$ cat config.mk
export PLATFORM = sky130hd
export DESIGN_NAME = fomm_front
export DESIGN_NICKNAME = d
export VERILOG_FILES = /design/src/hdl/fomm_pkg.sv /design/src/hdl/fomm_front.sv
export SDC_FILE = /design/constraint.sdc
export NUM_CORES = 1
export LEC_CHECK = 0
export BUFFER_PORTS_ARGS = -buffer_cell sky130_fd_sc_hd__buf_4
export CAP_MARGIN = 20
export CORE_MARGIN = 2
export CORE_UTILIZATION = 48
export DETAILED_ROUTE_END_ITERATION = 10
export GPL_TIMING_DRIVEN = 1
export PLACE_DENSITY = 0.76
export SKIP_LAST_GASP = 1
export SYNTH_ARGS = -nofsm -noshare
export SYNTH_HDL_FRONTEND = slang
export SYNTH_SLANG_ARGS = --single-unit
$ cat constraint.sdc
create_clock -name clk -period 3.8 [get_ports clk]
set_input_delay 0.38 -clock clk [delete_from_list [all_inputs] [get_ports clk]]
set_output_delay 0.38 -clock clk [all_outputs]
set_load 0.02 [all_outputs]
$ cat src/hdl/fomm_pkg.sv
// ----------------------------------------------------------------------------
// fomm_pkg
// Shared types, constants and the CORDIC arctangent table of the mixer.
// ----------------------------------------------------------------------------
package fomm_pkg;

	localparam int TRIG_FRACTION_BITS_DEF = 15;
	localparam int CORDIC_ITERATIONS_DEF  = 16;
	localparam int ATAN_LEN               = 24;
	localparam int FULL_TURN_CDEG         = 36000;
	localparam int HALF_TURN_CDEG         = 18000;
	localparam logic [31:0] CORDIC_GAIN_Q30 = 32'h26DD3B6A;

	localparam logic [0:0] ADDR_FIELD_ORIENTED = 1'b0;
	localparam logic [0:0] ADDR_HEADING_OFFSET = 1'b1;

	// Front-to-back transaction
	typedef struct packed {
		logic signed [15:0] vx;
		logic signed [15:0] vy;
		logic signed [15:0] turn;
		logic signed [16:0] diff;
		logic               rot;
	} cmd_t;

	function automatic logic signed [33:0] atan_entry(input int i);
		logic signed [33:0] r;
		r = '0;
		case (i)
			0:  r = 34'sh20000000;
			1:  r = 34'sh12E4051E;
			2:  r = 34'sh09FB385B;
			3:  r = 34'sh051111D4;
			4:  r = 34'sh028B0D43;
			5:  r = 34'sh0145D7E1;
			6:  r = 34'sh00A2F61E;
			7:  r = 34'sh00517C55;
			8:  r = 34'sh0028BE53;
			9:  r = 34'sh00145F2F;
			10: r = 34'sh000A2F98;
			11: r = 34'sh000517CC;
			12: r = 34'sh00028BE6;
			13: r = 34'sh000145F3;
			14: r = 34'sh0000A2FA;
			15: r = 34'sh0000517D;
			16: r = 34'sh000028BE;
			17: r = 34'sh0000145F;
			18: r = 34'sh00000A30;
			19: r = 34'sh00000518;
			20: r = 34'sh0000028C;
			21: r = 34'sh00000146;
			22: r = 34'sh000000A3;
			23: r = 34'sh00000051;
			default: r = '0;
		endcase
		return r;
	endfunction

endpackage

$ cat src/hdl/fomm_front.sv
// ----------------------------------------------------------------------------
// fomm_front
// Accepts commands, forms the yaw difference and pushes them into a queue.
// ----------------------------------------------------------------------------
module fomm_front (
	input  logic                clk,
	input  logic                arst_n,
	input  logic                start,
	input  logic signed [15:0]  velocity_x,
	input  logic signed [15:0]  velocity_y,
	input  logic signed [15:0]  turn_rate,
	input  logic signed [15:0]  yaw_angle,
	input  logic                field_oriented,
	input  logic signed [15:0]  heading_offset,
	input  logic                pop,
	output logic                q_valid,
	output fomm_pkg::cmd_t      q_head
);
	fomm_pkg::cmd_t slot_q [2];
	logic [1:0] cnt_q;
	logic       wr_q;
	logic       rd_q;
	fomm_pkg::cmd_t cmd;

	always_comb begin
		cmd.vx   = velocity_x;
		cmd.vy   = velocity_y;
		cmd.turn = turn_rate;
		cmd.diff = 17'(yaw_angle) - 17'(heading_offset);
		cmd.rot  = field_oriented;
	end

	// Back part pops every cycle, so two slots never overflow
	always_ff @(posedge clk or negedge arst_n) begin
		if (!arst_n) begin
			cnt_q <= '0;
			wr_q  <= 1'b0;
			rd_q  <= 1'b0;
		end else begin
			if (start) wr_q <= ~wr_q;
			if (pop && cnt_q != 2'd0) rd_q <= ~rd_q;
			cnt_q <= cnt_q + 2'(start) - 2'(pop && cnt_q != 2'd0);
		end
	end

	always_ff @(posedge clk) begin
		if (start) slot_q[wr_q] <= cmd;
	end

	assign q_valid = (cnt_q != 2'd0);
	assign q_head  = slot_q[rd_q];
endmodule

After elaboration in Yosys (flattened, before gate mapping)
Memories as Yosys holds them, arrays and structs flattened. Cells that the tools add are included.

$add $sub $neg: 3. Multipliers: 0. Divide/modulo/power cells: 0. Order comparisons: 0. Equal/unequal tests: 0. Shift operators: 0. Mux-type cells: 2. Bitwise operators: 2. Reduce and logical (&&, ||, !) cells: 2.

Operators with widths (number): $sub 16x16->17 (1); $add 2x1->2 (1); $mux 1 (2); $not 1->1 (2); $reduce_bool 2->1 (1); $sub 2x1->2 (1); $logic_and 1x1->1 (1).

Bits in registers: 4. Bits in latches: 0. Bits in writable memories: 132. Memory bits (read-only): 0. Bits of input ports: 85. Output and inout port bits: 67. Word-level logic and storage cells: 13. Memories kept: 1.

Memory list: slot_q (depth 2, bits a word 66, read ports 1, clocked after Yosys merged registers in 0, write ports 1, RTL line fomm_front.sv:19) `fomm_pkg::cmd_t slot_q [2];`.

Longest topological paths before layout
Gate-level depths: netlist of run 1.

Word-level depth: 3. Gate-level depth with buffers: 9. Gate-level depth less buffers: 8.

Worst setup path before layout of run 1
OpenSTA, ideal clock, no wires.

Kind: flip-flop to flip-flop. From: register wr_q. To: memory slot_q[0][0] (netlist bit), enable pin. Library setup time: 0.498 ns. Arrival time: 3.335 ns. Data required time: 3.302 ns. Setup slack: -0.033 ns. Cell stages (with the launch flop): 2. Buffers on the path: 0. Period minus slack after synthesis: 3.833 ns. Cell sequence: dfrtp_1 -> nor2b_1.

RTL lines: start, declared (RTL line fomm_front.sv:21) `logic wr_q;`; start signal, assigned (RTL line fomm_front.sv:40) `if (start) wr_q <= ~wr_q;`; end, declared (RTL line fomm_front.sv:19).

No word-level cell before the write port.

==> results of run 1 <==
[worst reg2reg max path: stages, from the launching register on]
cell and delay [ns]:
dfrtp_1 0.42, nor2b_4 0.77, buf_4 0.45
[sequential cells by signal (all words and copies together) (netlist names)]
signal,cells
cnt_q,2
slot_q,132
wr_q,1
rd_q,1
[metrics by stage]
step / setup WS [ns] / area, sq um / utilization, % / hold WS [ns]
5_1_grt: 1.17 / 7790 / 64.9 / 0.141
2_1_floorplan: 1.25 / 5890 / - / 0.0844
4_1_cts: 1.26 / 7790 / 64.9 / 0.144
6_report: 1.30 / 7790 / 64.9 / 0.162
3_5_place_dp: 1.19 / 7200 / 59.9 / 0.179
3_3_place_gp: 1.23 / 7200 / 59.9 / 0.177
[power groups by stage]
stage                     logic [uW]  clock network (uW)  registers [uW]
after floorplan                 1220                   0            2120
after global placement          1870                   0            2170
after detailed placement        1890                   0            2190
after CTS                       1900                1620            2160
after global routing            2000                1680            2200
final                           1870                1590            2160
[cells by family after synthesis]
kind of cell	count (synthesis)	share of synthesized area (%)
xor+xnor	11	1.64
simple gates	55	4.86
compound gates	40	4.63
buf+inv	37	2.59
fa+ha+maj	19	4.16
mux	69	13.1
flops	136	69.0
[layout make-up]
cell class / instances / area share (%)
clock buffers: 18 / 5.64
inverters: 25 / 1.20
multi-input cells: 194 / 21.6
well taps: 147 / 2.36
flip-flops and latches: 136 / 52.2
repair buffers: 155 / 15.1
clock inverters: 14 / 1.89
[final timing paths]
kind	from	end	depth (start not counted)
worst max register to register	wr_q	slot_q[0][60]	2
worst min-delay path	velocity_x[14]	slot_q[0][64]	1
worst max-delay path	rd_q	q_head[57]	3
max in group asynchronous	arst_n	rd_q	2
worst min register to register	cnt_q[1]	cnt_q[1]	1
min in group asynchronous	arst_n	cnt_q[1]	2
[synth_stat cells, types with 2 or more instances]
cell / count
and2b_1: 3
ha_1: 18
nor3_2: 2
xor2_1: 4
buf_1: 3
mux2i_1: 3
xnor2_1: 7
nand2b_1: 3
inv_1: 25
nand2_1: 11
o21ai_0: 7
clkbuf_1: 3
dfrtp_1: 4
o2111ai_1: 2
mux2_2: 66
edfxtp_1: 132
a211oi_1: 5
buf_2: 4
and3_1: 3
a21oi_1: 13
nor2_1: 13
a21o_1: 3
nand3_1: 8
nor3_1: 3
and2_1: 3
[metal layers]
| metal | GRT usage [%] | vias up | share of wire (%) |
|---|---|---|---|
| li1 | - | 1717 | - |
| met1 | 20.8 | 1693 | 43 |
| met5 | 0 | - | 0 |
| met2 | 28.6 | 128 | 50 |
| met3 | 4.69 | 11 | 6.6 |
| met4 | 5.94 | 0 | 1.2 |
[timing repair]
item,in CTS,in global routing
hold buffers,1,0
setup buffers,0,0
endpoints found under the hold margin,4,0
==> key figures, run 1 <==
Worst setup path
  • Setup CP Type: flop to primary output
  • Crit path buf inv count: 2
  • Crit. End Element: primary output
  • Worst path top cell family by delay: flip-flops
  • CP Cell Sequence: buf_12, mux2_2, buf_4
  • Reg-to-reg slack, setup: roughly 1.8 ns
  • Worst endpoint required time: 3.42 ns
  • Slowest-stage cell, CP: dfrtp_2
  • Crit Path Max Fanout: 38
  • CP arrival: roughly 2.1 ns
  • Worst Setup Start Kind: flop
  • Critical path's largest stage delay: around 0.83 ns

Synth
  • Post-synth top flop: edfxtp_1
  • Register bit total from synthesis: between 100 and 150
  • Top cell type's share of synthesized area: between 60% and 70%
  • Mean post-synth cell area: approximately 16 sq um
  • Post-synth EDFFs: ~130
  • Sequential area share after synthesis: between 60% and 70%
  • Library cells used by synthesis: 44
  • Syn Std Cell Area: 5890 sq um
  • Dominant cell type by area after synthesis: edfxtp_1
  • Synth Instances: around 370
  • Synth area leaders: edfxtp_1 (67%), mux2_2 (13%), ha_1 (3.8%)
  • Synthesis Warnings: 0
  • Asr flop ratio synth: 2.94%
  • Synthesized net count: 471

Die
  • IO Count: around 150
  • Initial Utilization: 49.0%
  • Die Wd: between 100 and 150 um
  • Die Ht: approximately 110 um
  • Total core area: 12000 sq um
  • # rows: 40
  • Die area: 13200 sq um

Timing
  • Fin. Hold Viols: 0
  • Clk_skew: ~0.0055 ns
  • RSZ-0062 raised after global routing: no
  • Fmax: roughly 0.4 GHz
  • Final Cycle Share: ~66%
  • Finish-stage setup viols: 0
  • Final min period: 2.50 ns
  • Relative slew slack: between 30% and 40%
  • Max-slew violations: 0
  • Worst-margin pin slew: about 0.96 ns
  • Setup TNS: 0 ns

Clock network
  • Clock buffer count from CTS: 17
  • Root Buffer: clkbuf_16
  • Clock Latency Late Sink: ~0.4 ns
  • CTS tree: built
  • Clk sink count: 136
  • Worst-path clk slew: 0.06 ns
  • CTS HTree Levels: 4
  • Max Root-Sink Buffers: 2
  • Post-CTS sizing: 0

Global routing
  • First-pass GRT wire length: 16.9 mm
  • Initial antenna violation count: 0
  • GRT Total Usage: 16.8%
  • Gr ovfl total: 0
  • Pin count of the biggest net entering global routing: 67
  • Vias in the first global route: 3506

Worst hold path
  • Worst hold path class: input pin to flop

Pwr
  • Total power: approximately 5600 uW
  • P_sw: 1730 uW
  • Comb pwr share: between 30% and 40%
  • Flop pwr share: a little under two fifths
  • PD cells: 721 nW/um^2
  • Pint: 3890 uW
  • Leakage: roughly 0.0031 uW
  • Net Sw Frac: between 30% and 40%
  • Max IR drop VDD: about 0.3 mV
  • Clock share of power: between 20% and 30%

Final layout
  • Layout net count: about 630
  • Non-Filler Instances: 689
  • Register area: 4070 sq um
  • Most frequent cells in the layout: buf_4 (153), edfxtp_1 (132), mux2_2 (66), inv_1 (25), ha_1 (18)
  • Commonest non-fill, non-tap cell in the layout: buf_4
  • Layout cells sized above 1: 48.0%
  • Fillers: just under 900
  • Synth-to-layout area growth: 32.3%
  • # diodes: 0
  • Area of the multi-input gates: around 1700 sq um

Place
  • Gp weighted congestion: 0.851
  • Placed instance count: between 600 and 700
  • Detailed Place HPWL: around 7.4 mm
  • Buffers on Ports: 151

Detailed routing
  • Routed Antenna Nets: 0
  • Drt via density: around 5.2
  • Wirelength per Cell: 15.9 um
  • Drt pass-1 iters: 4
  • DR DRC count: 0
  • Via count: 3549
  • Drt total wl: 11.0 mm
  • Iter 0 DRT Violations: approximately 200

Status
  • Status: finished clean

Flow run
  • Max Cap Viol: 0
Note: power is estimated with default switching activity, not from simulation.
==> inputs of run 2 (changes only) <==
- ABC_AREA: unset -> 1
- CORE_UTILIZATION: 48 -> 53
- PLACE_DENSITY: 0.76 -> 0.8
- clock period: 3.8 -> 2.55 ns (I/O delays scaled with it)
==> run 2 against run 1 <==
Combinational power rose by 77%. Synthesized area rose by 3.1%. Die area fell by 6.4%. Largest cell class unchanged. Worst hold slack got worse by 0.13 ns. Largest power group is now combinational cells. Register-to-register slack got worse by 0.82 ns. Design area rose by 2.5%.
==> key figures, run 2 <==
Status
  • Status: finished clean

Synth
  • Asr flop ratio synth: 2.94%
  • Post-synth top flop: edfxtp_1
  • Top cell type's share of synthesized area: 65.3%
  • Synth Instances: ~580
  • Mean post-synth cell area: 10.5 sq um
  • Dominant cell type by area after synthesis: edfxtp_1
  • Library cells used by synthesis: 20
  • Synthesis Warnings: 0
  • Synthesized net count: 685
  • Syn Std Cell Area: slightly above 6000 sq um
  • Register bit total from synthesis: approximately 140
  • Synth area leaders: edfxtp_1 (65%), nand2_1 (18%), inv_1 (4.1%)
  • Most frequent cells after synthesis: nand2_1 (285), edfxtp_1 (132), inv_1 (67)
  • Post-synth EDFFs: roughly 130
  • Sequential area share after synthesis: 66.9%
  • Count leader, synth: nand2_1

Worst hold path
  • Hold path depth: 1
  • Worst Hold End: slot_q[1][40]
  • Hold Startpoint: velocity_y[6]
  • Worst hold path class: input pin to flop

Clock network
  • Clock buffer count from CTS: 17
  • Post-CTS sizing: 0
  • Root Buffer: clkbuf_16
  • CTS HTree Levels: 4
  • Postcts setup bufs: 0
  • Max Root-Sink Buffers: 2
  • Clk sink count: 136
  • Worst-path clk slew: 0.06 ns
  • CTS tree: built
  • Clock Latency Late Sink: ~0.41 ns
  • Hold_buf cts: 1

Pwr
  • Leakage: about 0.0038 uW
  • Max IR drop VDD: roughly 0.84 mV
  • PD cells: around 1100 nW/um^2

Timing
  • Clk_skew: 0.00536 ns
  • Final Hold Slack: between 0.03 and 0.04 ns
  • Final Cycle Share: between 80% and 90%
  • Fin. Hold Viols: 0
  • Final min period: 2.10 ns
  • Worst-margin pin slew: approximately 0.70 ns
  • Relative slew slack: 53.3%
  • RSZ-0062 raised after global routing: no
  • Max-slew violations: 0
  • Worst setup margin: ~0.45 ns
  • Setup TNS: 0 ns
  • Finish-stage setup viols: 0
  • Fmax: approximately 0.48 GHz

Detailed routing
  • Drt pass-1 iters: 4
  • Via count: 4337
  • Wirelength per Cell: 13.7 um
  • Iter 0 DRT Violations: about 330
  • Drt total wl: 12.3 mm
  • Drt via density: 4.82
  • Routed Antenna Nets: 0
  • DR DRC count: 0

Die
  • Die area: between 10000 and 15000 sq um
  • Die Wd: 111 um
  • # rows: 39
  • Die Ht: 111 um
  • IO Count: 152
  • Initial Utilization: a little over half
  • Total core area: between 10000 and 15000 sq um

Worst setup path
  • FF-to-FF End: cnt_q[1]
  • CP arrival: around 1.8 ns
  • R2r startpoint: cnt_q[1]
  • Worst endpoint required time: around 2.3 ns
  • Worst Setup Start Kind: flop
  • Reg2Reg Depth: 9
  • Setup CP Type: flop to primary output
  • Crit. End Element: primary output
  • Reg-to-reg slack, setup: 1.00 ns
  • Crit Path Max Fanout: 39

Final layout
  • Core Util, Final: ~71%
  • Final Cell Area: between 7000 and 8000 sq um
  • Layout cells sized above 1: 27.8%
  • Synth-to-layout area growth: 31.5%
  • Layout net count: 847
  • # diodes: 0
  • Commonest non-fill, non-tap cell in the layout: nand2_1
  • Largest registers: slot_q x132, cnt_q x2
  • Fillers: 803
  • Register bank with the most flops: slot_q
  • Area of the multi-input gates: approximately 1700 sq um
  • Register area: 4070 sq um
  • Most frequent cells in the layout: nand2_1 (285), buf_4 (154), edfxtp_1 (132), inv_1 (66), ha_1 (18)
  • Max FFs per register: 132

Global routing
  • First-pass GRT wire length: about 20 mm
  • GRT Total Usage: about a fifth
  • Initial antenna violation count: 0
  • Vias in the first global route: roughly 4200
  • Pin count of the biggest net entering global routing: 67
  • Gr ovfl total: 0

Flow run
  • Max Cap Viol: 0

Place
  • Dpl ws: between 0.6 and 0.7 ns
  • DP Area: ~7400 sq um
  • Gp weighted congestion: 0.889
  • Detailed Place HPWL: around 8.5 mm
  • Buffers on Ports: ~150
-- run 2: cell count changes after synthesis, moves of 6 or more --
cell	delta
o21ai_0	-7
nand2_2	+10
nor2_1	-6
inv_1	+42
mux2_2	-66
nand2_1	+274
-- run 2: logic make-up (layout without fill, tap and decap cells) --
kind of cell / after synthesis / in the layout / synth area share (%)
DFF: 136 / 136 / 66.9
and+or+nand+nor: 319 / 319 / 21.1
xor gates and xnor gates: 11 / 11 / 1.59
AOI/OAI and AO/OA: 10 / 10 / 0.886
buffers and inverters: 86 / 261 / 5.50
adders and majority gates: 19 / 19 / 4.04
-- run 2: final cells by class --
type                       instances  area share [%]
clock buffer                      20            5.47
clock inverter                    12            1.86
tap                              143            2.24
multi-input combinational        359            21.1
timing repair buffer             157            15.1
inverter                          72            3.38
sequential                       136            50.9
-- run 2: where the power goes --
part | internal, uW | leakage [uW] | switching, uW
combinational | 1190 | 0.00224 | 2120
clock | 1530 | 0.000280 | 845
sequential | 3020 | 0.00129 | 114
total | 5740 | 0.00381 | 3080
-- run 2: metal layers --
layer | GRT usage [%] | wire length [um] | vias to the layer above
li1 | - | - | 2180
met1 | 25.7 | 5060 | 1991
met2 | 34.6 | 6230 | 148
met3 | 6.01 | 816 | 18
met4 | 6.83 | 181 | 0
met5 | 0 | 0 | -
-- run 2: how the worst max path moves through the flow --
stage / cells after the start / end / from / slack, ns
floorplan: 2 / slot_q[1][0] / wr_q / 0.38
global placement: 12 / slot_q[0][17] / yaw_angle[0] / 0.70
detailed placement: 12 / slot_q[1][13] / yaw_angle[0] / 0.63
CTS: 5 / q_head[59] / rd_q / 0.40
global route: 5 / q_head[59] / rd_q / 0.33
finish: 5 / q_head[54] / rd_q / 0.45
-- run 2: through the flow --
step / power [uW] / std cells
3_3_place_gp: 6410 / 866
2_1_floorplan: 5100 / 581
3_5_place_dp: 6500 / 866
4_1_cts: 8890 / 899
5_1_grt: 9280 / 899
6_report: 8820 / 899
-- run 2: worst max-delay path, cell delays in order (launching register included) --
cell and delay [ns]:
dfrtp_2 0.40, inv_2 0.40, buf_12 0.28, nand2_1 0.08, nand2_1 0.10, buf_4 0.16
